==> src/tlvd_pkg.sv <==
package tlvd_pkg;

    // Width of the byte and record counters
    localparam int COUNT_BITS = 16;
    localparam int FIELD_BITS = 16;
    localparam int WIDE_BITS  = (COUNT_BITS > FIELD_BITS) ? COUNT_BITS : FIELD_BITS + 1;

    typedef logic [COUNT_BITS-1:0] cnt_t;
    typedef logic [FIELD_BITS-1:0] field_t;

    localparam cnt_t CNT_MAX = {COUNT_BITS{1'b1}};

    // Byte role codes
    localparam logic [1:0] ROLE_TAG    = 2'd0;
    localparam logic [1:0] ROLE_LENGTH = 2'd1;
    localparam logic [1:0] ROLE_VALUE  = 2'd2;

    typedef struct packed {
        logic [7:0] data_byte;
        logic       last_byte;
    } tlvd_in_t;

    typedef struct packed {
        logic [1:0] byte_role;
        logic [7:0] record_tag;
        logic [7:0] record_length;
        logic [7:0] value_offset;
        logic [7:0] echoed_byte;
        logic       record_complete;
        logic       stream_end;
        logic       truncated;
        field_t     consumed_count;
        field_t     record_count;
    } tlvd_out_t;

    // Increment, holding at the top of the range
    function automatic cnt_t cnt_sat_inc(input cnt_t v);
        cnt_t r;
        if (v == CNT_MAX) begin
            r = CNT_MAX;
        end
        else begin
            r = v + cnt_t'(1);
        end
        return r;
    endfunction

    // Add two, holding at the top of the range
    function automatic cnt_t cnt_sat_add2(input cnt_t v);
        logic [COUNT_BITS:0] s;
        s = {1'b0, v} + (COUNT_BITS+1)'(2);
        if (s[COUNT_BITS]) begin
            return CNT_MAX;
        end
        return s[COUNT_BITS-1:0];
    endfunction

    // Clamp a counter to the 16-bit result field
    function automatic field_t cnt_to_field(input cnt_t v);
        logic [WIDE_BITS-1:0] w;
        w = WIDE_BITS'(v);
        if (w > WIDE_BITS'({FIELD_BITS{1'b1}})) begin
            return {FIELD_BITS{1'b1}};
        end
        return w[FIELD_BITS-1:0];
    endfunction

endpackage

==> src/tlv_stream_deframer_core.sv <==
// TLV stream deframer: labels every byte as tag, length or value of a record.
// Each result appears in the cycle after its input transfer (the result register).
// Throughput: one byte per cycle; the input stalls only while a result is held
// in the result register under output stall.
// Reset (rst_n low, asynchronous): expect a tag byte, all counters zero,
// no result pending. The same stream state is cleared after each last byte.
module tlv_stream_deframer_core (
    input  logic                clk,
    input  logic                rst_n,
    input  logic                in_valid,
    output logic                in_stall,
    input  tlvd_pkg::tlvd_in_t  in_data,
    output logic                out_valid,
    input  logic                out_stall,
    output tlvd_pkg::tlvd_out_t out_data
);
    import tlvd_pkg::*;

    typedef enum logic [1:0] {
        PH_TAG = 2'd0,
        PH_LEN = 2'd1,
        PH_VAL = 2'd2
    } phase_t;

    phase_t     phase_reg, phase_next;
    logic [7:0] held_tag_reg, held_tag_next;
    logic [7:0] held_length_reg, held_length_next;
    logic [7:0] bytes_left_reg, bytes_left_next;
    logic [7:0] offset_reg, offset_next;
    cnt_t       byte_counter_reg, byte_counter_next;
    cnt_t       record_start_reg, record_start_next;
    cnt_t       records_done_reg, records_done_next;

    tlvd_out_t  res_reg, res_next;
    logic       res_valid_reg;
    logic       accept;
    logic       done;
    logic [1:0] role;
    logic [7:0] len_out;
    logic [7:0] off_out;

    // A new byte may enter whenever the result register is free or being drained
    assign in_stall  = res_valid_reg && out_stall;
    assign accept    = in_valid && !in_stall;
    assign out_valid = res_valid_reg;
    assign out_data  = res_reg;

    // Next stream state and result for the byte at the input
    always_comb
    begin
        phase_next        = phase_reg;
        held_tag_next     = held_tag_reg;
        held_length_next  = held_length_reg;
        bytes_left_next   = bytes_left_reg;
        offset_next       = offset_reg;
        record_start_next = record_start_reg;
        role              = ROLE_TAG;
        len_out           = 8'd0;
        off_out           = 8'd0;
        done              = 1'b0;

        unique case (phase_reg)
            PH_LEN:
            begin
                role             = ROLE_LENGTH;
                held_length_next = in_data.data_byte;
                bytes_left_next  = in_data.data_byte;
                offset_next      = 8'd0;
                len_out          = in_data.data_byte;
                if (in_data.data_byte == 8'd0) begin
                    // Empty value: the record ends on its length byte
                    done       = 1'b1;
                    phase_next = PH_TAG;
                end
                else begin
                    phase_next = PH_VAL;
                end
            end
            PH_VAL:
            begin
                role            = ROLE_VALUE;
                len_out         = held_length_reg;
                off_out         = offset_reg;
                offset_next     = offset_reg + 8'd1;
                bytes_left_next = bytes_left_reg - 8'd1;
                if (bytes_left_next == 8'd0) begin
                    done       = 1'b1;
                    phase_next = PH_TAG;
                end
            end
            default:
            begin
                // Tag byte; the unused phase code is taken as a tag phase too
                role              = ROLE_TAG;
                held_tag_next     = in_data.data_byte;
                record_start_next = byte_counter_reg;
                phase_next        = PH_LEN;
            end
        endcase

        byte_counter_next = cnt_sat_inc(byte_counter_reg);
        records_done_next = done ? cnt_sat_inc(records_done_reg) : records_done_reg;

        res_next.byte_role       = role;
        res_next.record_tag      = held_tag_next;
        res_next.record_length   = len_out;
        res_next.value_offset    = off_out;
        res_next.echoed_byte     = in_data.data_byte;
        res_next.record_complete = done;
        res_next.stream_end      = in_data.last_byte;
        res_next.record_count    = cnt_to_field(records_done_next);
        res_next.truncated       = 1'b0;
        res_next.consumed_count  = '0;

        if (in_data.last_byte) begin
            res_next.truncated = (phase_next != PH_TAG);
            // A cut value counts only up to its length byte
            if (phase_next == PH_VAL) begin
                res_next.consumed_count = cnt_to_field(cnt_sat_add2(record_start_next));
            end
            else begin
                res_next.consumed_count = cnt_to_field(byte_counter_next);
            end
            // Drop all stream state ready for the next stream
            phase_next        = PH_TAG;
            held_tag_next     = 8'd0;
            held_length_next  = 8'd0;
            bytes_left_next   = 8'd0;
            offset_next       = 8'd0;
            byte_counter_next = '0;
            record_start_next = '0;
            records_done_next = '0;
        end
    end

    // Advance state and load the result register on every input transfer
    always_ff @(posedge clk or negedge rst_n)
    begin
        if (!rst_n) begin
            phase_reg        <= PH_TAG;
            held_tag_reg     <= 8'd0;
            held_length_reg  <= 8'd0;
            bytes_left_reg   <= 8'd0;
            offset_reg       <= 8'd0;
            byte_counter_reg <= '0;
            record_start_reg <= '0;
            records_done_reg <= '0;
            res_valid_reg    <= 1'b0;
            res_reg          <= '0;
        end
        else begin
            if (accept) begin
                phase_reg        <= phase_next;
                held_tag_reg     <= held_tag_next;
                held_length_reg  <= held_length_next;
                bytes_left_reg   <= bytes_left_next;
                offset_reg       <= offset_next;
                byte_counter_reg <= byte_counter_next;
                record_start_reg <= record_start_next;
                records_done_reg <= records_done_next;
                res_reg          <= res_next;
                res_valid_reg    <= 1'b1;
            end
            else if (!out_stall) begin
                res_valid_reg <= 1'b0;
            end
        end
    end

    // A value phase always has bytes outstanding
    assert property (@(posedge clk) disable iff (!rst_n)
        phase_reg == PH_VAL |-> bytes_left_reg != 8'd0)
        else $error("value phase with no bytes left");

    // The last byte leaves a cleared stream behind
    assert property (@(posedge clk) disable iff (!rst_n)
        accept && in_data.last_byte |=> phase_reg == PH_TAG && byte_counter_reg == '0
            && records_done_reg == '0)
        else $error("stream state not cleared after last byte");

    // A tag byte never completes a record and carries no length or offset
    assert property (@(posedge clk) disable iff (!rst_n)
        out_valid && out_data.byte_role == ROLE_TAG |-> !out_data.record_complete
            && out_data.value_offset == 8'd0 && out_data.record_length == 8'd0)
        else $error("tag byte result carries record fields");

    // Truncation and consumed count appear only at stream end
    assert property (@(posedge clk) disable iff (!rst_n)
        out_valid && !out_data.stream_end |-> !out_data.truncated
            && out_data.consumed_count == '0)
        else $error("end-of-stream fields set mid-stream");

endmodule
==> config.mk <==
export PLATFORM = sky130hd
export DESIGN_NAME = tlv_stream_deframer_core
export DESIGN_NICKNAME = d
export VERILOG_FILES = /design/src/tlvd_pkg.sv /design/src/tlv_stream_deframer_core.sv
export SDC_FILE = /design/constraint.sdc
export NUM_CORES = 1
export LEC_CHECK = 0
export ABC_AREA = 1
export BUFFER_PORTS_ARGS = -buffer_cell sky130_fd_sc_hd__buf_2
export CAP_MARGIN = 40
export CORE_UTILIZATION = 25
export DETAILED_ROUTE_END_ITERATION = 12
export GPL_ROUTABILITY_DRIVEN = 0
export PLACE_DENSITY = 0.39
export RECOVER_POWER = 25
export REMOVE_ABC_BUFFERS = 1
export SLEW_MARGIN = 25
export SYNTH_ARGS = -nofsm -noshare
export SYNTH_HDL_FRONTEND = slang
export SYNTH_SLANG_ARGS = --single-unit
export TNS_END_PERCENT = 20
==> constraint.sdc <==
create_clock -name clk -period 3.25 [get_ports clk]
set_clock_uncertainty 0.2 [all_clocks]
set_input_delay 0.325 -clock clk [delete_from_list [all_inputs] [get_ports clk]]
set_output_delay 0.325 -clock clk [all_outputs]
set_load 0.01 [all_outputs]
==> reports/results.txt, run 1 <==
CP Capture Type: flip-flop
Worst min path class: primary input to flip-flop
Clock buffers created by TritonCTS: 17
Buffers on Ports: 83
Initial antenna violation count: 0
Die Y: 182 um
CP Data Required Time: 3.37 ns
CP Launch Type: flip-flop
Sw power: 1.79 mW
Core Area: 0.0317 sq mm
Mapped Cells: 1082
Global Route Usage Sum: 0.157
Crit Path Max Fanout: 20
Fmax: 366 MHz
Gate power share: 0.187
Max FFs per register: 69
Main combinational cell family by area after synthesis: simple AND/OR/NAND/NOR gates
First-pass GRT wire length: 40900 um
Synth Area in XOR/XNOR: 0.0141
DR WL/cell: 15.7 um
H-tree depth: 4
Die area: 0.0331 sq mm
P_int: 3.44 mW
Die Wd: 182 um
I/O pins: 84
Sequential power share: 0.414
Final min period: 2.73 ns
Critical path type: flip-flop to flip-flop
Detail Route Antenna Nets: 0
Setup violations, final: 0
Post-CTS Setup Bufs: 0
Placed cells: 1545
Synth unique cells: 35
Synthesized area: 0.00810 sq mm
Largest net degree at the start of global routing: 69
Cell area power density: 539 mW/mm^2
Cell mode on critical path: nand2_1
Clk pin slew, worst setup/hold paths: 0.09 ns
Max VDD drop: 0.000344 V
DR pass1 iterations: 5
Max transition margin: -0.247
Synth Area in Compound Gates: 0.115
Total chip power: 5.23 mW
Vias in the first global route: 7307
Post-synthesis mux area share: 0
RSZ-0062 raised after global routing: false
Setup TNS: 0 ns
Register bit total from synthesis: 152
Synth area leader: dfrtp_1
Hold Violations, Final: 0
Avg Synthesized Cell Area: 7.49 sq um
Max-cap violations: 1
DP Wirelength: 17000 um
Final nets: 1192
Drt drc: 0
DRT iter0 DRCs: 387
Fraction of layout instances using a drive strength above 1: 0.152
Sw Share: 0.343
Failing checks: capacitance limit, slew limit
Post_cts resized: 0
Clk sink count: 152
Seq/Total Area, Yosys: 0.470
Row cnt: 65
Max Slew Vio Count: 68
Period utilization: 0.841
Hold Buf Count CTS: 9
Leakage: 4.87 nW
Crit-path max cell delay: 0.58 ns
Crit-path leading delay family: simple AND/OR/NAND/NOR gates
Area share of the largest cell type after synthesis: 0.470
Worst-Skew Late Latency: 0.43 ns
Cells along the critical path: inv_1 > ha_2 > o21ai_2 > inv_1 > ha_1 > inv_1 > nor3_2 > nand2_1 > nand2_1 > nand2_1 > nor2_1 > nand2_1 > nand3_1 > nand2_1
Min Hold Slack: 0.0158 ns
Top post-synthesis cells by area: dfrtp_1 (47%), nand2_1 (17%), nand3_1 (6.4%)
Root Buffer: clkbuf_16
Slowest CP cell: ha_2
Crit path buf inv count: 3
Least-Margin Pin Slew: 1.87 ns
Synth Warn #: 0
Vias per cell: 4.57
Status: complete, but fails checks
Final WL: 24900 um
Clk network pwr share: 0.399
Simple-Gate Fraction of Synth Area: 0.306
Ant. Diodes: 0
Worst EP arrival: 2.85 ns
Initial Utilization: 0.255
Layout area overhead: 19.8%
Vias: 7244
GRT overflow: 0
TritonCTS clock tree: done
Adder-cell share of the synthesized area: 0.0124
Clk buf depth: 2
Non-Filler Instances: 1586
-- cells by family (layout without fill, tap and decap cells) --
group	after synthesis	in the layout
xor+xnor	13	13
buf+inv	163	265
compound gates	156	156
flops	152	152
simple gates	590	590
fa+ha+maj	8	8
-- routing by layer --
layer,GRT usage,up-vias,wire length (um)
met5,0,-,0
met4,0.0346,0,263
met3,0.0255,16,628
met2,0.257,102,11600
met1,0.216,3444,12400
li1,-,3682,-
-- final timing paths --
path / start / end / slack [ns] / depth (start not counted)
max: phase_reg[0] / out_data[31] / 0.52 / 14
min: in_data[3] / out_data[37] / 0.02 / 3
max reg2reg: phase_reg[0] / out_data[31] / 0.52 / 14
min reg2reg: out_data[9] / out_data[9] / 0.27 / 2
max in group asynchronous: rst_n / out_data[51] / 0.87 / 3
min in group asynchronous: rst_n / out_data[6] / 0.75 / 2
-- worst register-to-register path: cells and delay by family, from the launching register on --
family	cells	cell delay, ns
adders and majority gates	2	0.76
buffers and inverters	3	0.30
AOI/OAI and AO/OA	1	0.21
DFF	1	0.35
and+or+nand+nor	8	0.82
-- cell type report --
| type | count | area (sq um) |
|---|---|---|
| clock buffer | 17 | 425 |
| clock inverter | 15 | 204 |
| fill | 3479 | 22000 |
| inverter | 118 | 450 |
| multi-input combinational | 767 | 3630 |
| sequential | 152 | 3800 |
| tap | 402 | 503 |
| timing repair buffer | 115 | 692 |
-- power groups by stage --
stage               logic (mW)  clock network (mW)  registers [mW]
floorplan                0.543                   0            2.23
CTS                       1.00                2.17            2.17
global placement         0.988                   0            2.21
global route              1.13                2.24            2.19
finish                   0.980                2.09            2.17
detailed placement       0.988                   0            2.20
-- metrics by stage --
stage,cell area [sq um],util,worst slack [ns]
5_1_grt,9710,0.306,0.249
4_1_cts,9720,0.306,0.470
3_5_place_dp,9000,0.284,0.496
3_3_place_gp,8990,0.283,0.544
6_report,9710,0.306,0.515
2_1_floorplan,7870,-,-1.96
-- cells in the final DEF (no fill, tap or decap), drive strengths merged, types with 5 or more instances in the layout --
cell / instances
inv: 124
clkbuf: 23
nand2: 378
a22o: 8
xor2: 12
nor3: 15
nand3: 104
or2: 5
clkinv: 9
nand4: 11
o22ai: 40
a21oi: 18
buf: 100
nor2: 75
dfrtp: 152
ha: 8
dlygate4sd3: 9
o21ai: 84
-- cell usage after synthesis (all sizes together) --
cell      n
nand2   378
dfrtp   152
inv     118
nand3   104
o21ai    84
nor2     75
o22ai    40
clkbuf   25
buf      20
a21oi    18
nor3     15
xor2     12
nand4    11
a22o      8
ha        8
or2       5
a22oi     2
nor4      2
o32ai     2
o221ai    1
o31ai     1
xnor2     1
No activity file was read; power rests on OpenSTA's default activity.
==> run 2, diff against run 1 <==
clock period = 2.7 ns   (was 3.25 ns; I/O delays follow)
==> run 2 against run 1 <==
Cell area grew 1.6%. Largest power group unchanged. Final cell count grew 0.95%. Setup slack lost 0.28 ns. Core utilization grew 0.49 points. The run still ends with capacitance limit, slew limit left. Highest routed layer unchanged.
==> reports/results.txt, run 2 (synthesis gave the netlist of run 1 again) <==
Fill count: 3503
Failing checks: capacitance limit, slew limit
Vias per cell: 4.52
CP Data Required Time: 2.88 ns
Fmax: 406 MHz
Vias in the first global route: 7449
Global Route Usage Sum: 0.160
Max-cap violations: 1
Initial Utilization: 0.255
Initial antenna violation count: 0
Max Slew Vio Count: 32
Worst-Skew Late Latency: 0.44 ns
Final WL: 24600 um
First-pass GRT wire length: 41200 um
I/O pins: 84
Setup TNS: 0 ns
Die area: 0.0331 sq mm
Critical path type: flip-flop to flip-flop
FF+latch area: 0.00380 sq mm
DR WL/cell: 15.4 um
Commonest non-fill, non-tap cell in the layout: nand2_1
DR pass1 iterations: 5
Setup violations, final: 0
Clock buffers created by TritonCTS: 17
Pre-CTS setup slack: 0.0904 ns
Worst min path class: primary input to flip-flop
Non-Filler Instances: 1601
Vias: 7244
Worst reg2reg path depth: 14
GRT overflow: 0
Crit Path Max Fanout: 23
Post-CTS Setup Bufs: 0
Cells along the critical path: inv_1 > ha_4 > buf_12 > o21ai_2 > nand2_2 > nor2_2 > inv_2 > nor2_2 > nand2_2 > inv_4 > nor2_1 > nand3_1 > nand3_1 > nand2_1
Max VDD drop: 0.000440 V
RSZ-0062 raised after global routing: true
Row cnt: 65
DP Wirelength: 16900 um
Die Wd: 182 um
Setup slack, reg-to-reg: 0.24 ns
RR Startpoint: phase_reg[0]
Clk pin slew, worst setup/hold paths: 0.07 ns
Clk buf depth: 2
Total chip power: 6.33 mW
Worst Min Path Start: in_data[0]
TritonCTS clock tree: done
Worst Hold Path EP: held_tag_reg[5]
Leakage: 4.96 nW
Slowest CP cell: dfrtp_1
Largest net degree at the start of global routing: 88
Least-Margin Pin Slew: 1.56 ns
Area of the multi-input gates: 0.00365 sq mm
Final worst slack: 0.236 ns
Buffers on Ports: 83
Layout area overhead: 21.8%
Ant. Diodes: 0
Max transition margin: -0.0416
Period utilization: 0.913
Fraction of layout instances using a drive strength above 1: 0.165
Placed cells: 1558
Clk sink count: 152
CP Launch Type: flip-flop
Final min period: 2.46 ns
Hold path depth: 2
Die Y: 182 um
Root Buffer: clkbuf_16
Crit-path max cell delay: 0.38 ns
Detail Route Antenna Nets: 0
Max FFs per register: 69
Core Area: 0.0317 sq mm
Commonest cells after routing, fill and taps aside: nand2_1 (368), dfrtp_1 (152), inv_1 (109)
Cell area power density: 642 mW/mm^2
Final nets: 1207
Status: complete, but fails checks
RR Endpoint: out_data[28]
Hold Violations, Final: 0
H-tree depth: 4
CP Capture Type: flip-flop
Drt drc: 0
CP startpoint: phase_reg[0]
Worst EP arrival: 2.65 ns
DRT iter0 DRCs: 391
run 2: changes by cell type in the layout (fill, tap and decap cells not counted), moves of 3 or more:
| cell | before | now |
|---|---|---|
| buf_2 | 77 | 82 |
| clkinv_8 | 8 | 0 |
| clkinvlp_4 | 0 | 3 |
| buf_12 | 1 | 4 |
| buf_6 | 0 | 3 |
| buf_4 | 21 | 29 |
| clkbuf_1 | 5 | 2 |
run 2: how the worst max path moves through the flow:
stage	end	slack (ns)	cells past startpoint
floorplan	held_length_reg[7]	-2.51	7
global placement	out_data[31]	0.14	14
detailed placement	out_data[28]	0.09	14
CTS	out_data[28]	0.08	14
global route	out_data[28]	-0.03	15
finish	out_data[28]	0.24	14
run 2: layout make-up:
type	instances	area share
clock buffers	20	0.0453
clock inverters	12	0.0143
inverters	118	0.0460
multi-input cells	767	0.370
flip-flops and latches	152	0.386
well taps	402	0.0510
repair buffers	130	0.0873
run 2: report_power, final:
part / switching [mW] / total, mW / internal (mW)
combinational: 0.816 / 1.26 / 0.446
sequential: 0.122 / 2.61 / 2.49
clock: 1.06 / 2.46 / 1.40
run 2: through the flow:
step,hold WS (ns),instance area (sq um),util
CTS,0.0302,9850,0.311
finish,0.0403,9860,0.311
floorplan,-0.226,7870,-
global placement,-0.00347,9150,0.289
global route,0.0406,9860,0.311
detailed placement,-0.00478,9150,0.289
run 2: worst max-delay path, delay by kind of cell, from the launching register on:
| family | cells | cell delay, ns |
|---|---|---|
| flops | 1 | 0.38 |
| fa+ha+maj | 1 | 0.27 |
| simple gates | 8 | 0.75 |
| compound gates | 1 | 0.28 |
| buf+inv | 4 | 0.50 |
run 2: what timing repair did:
| item | CTS | global route |
|---|---|---|
| resized for setup | 0 | 7 |
| hold buffers | 11 | 0 |
| hold endpoints to repair | 167 | 0 |
| endpoints found under the setup margin | 0 | 51 |
run 2: routing by layer:
layer | vias to the layer above | global-route usage | routed length, um
met5 | - | 0 | 0
met4 | 0 | 0.0484 | 376
met3 | 22 | 0.0263 | 745
met2 | 113 | 0.259 | 11400
met1 | 3390 | 0.218 | 12100
li1 | 3719 | - | -
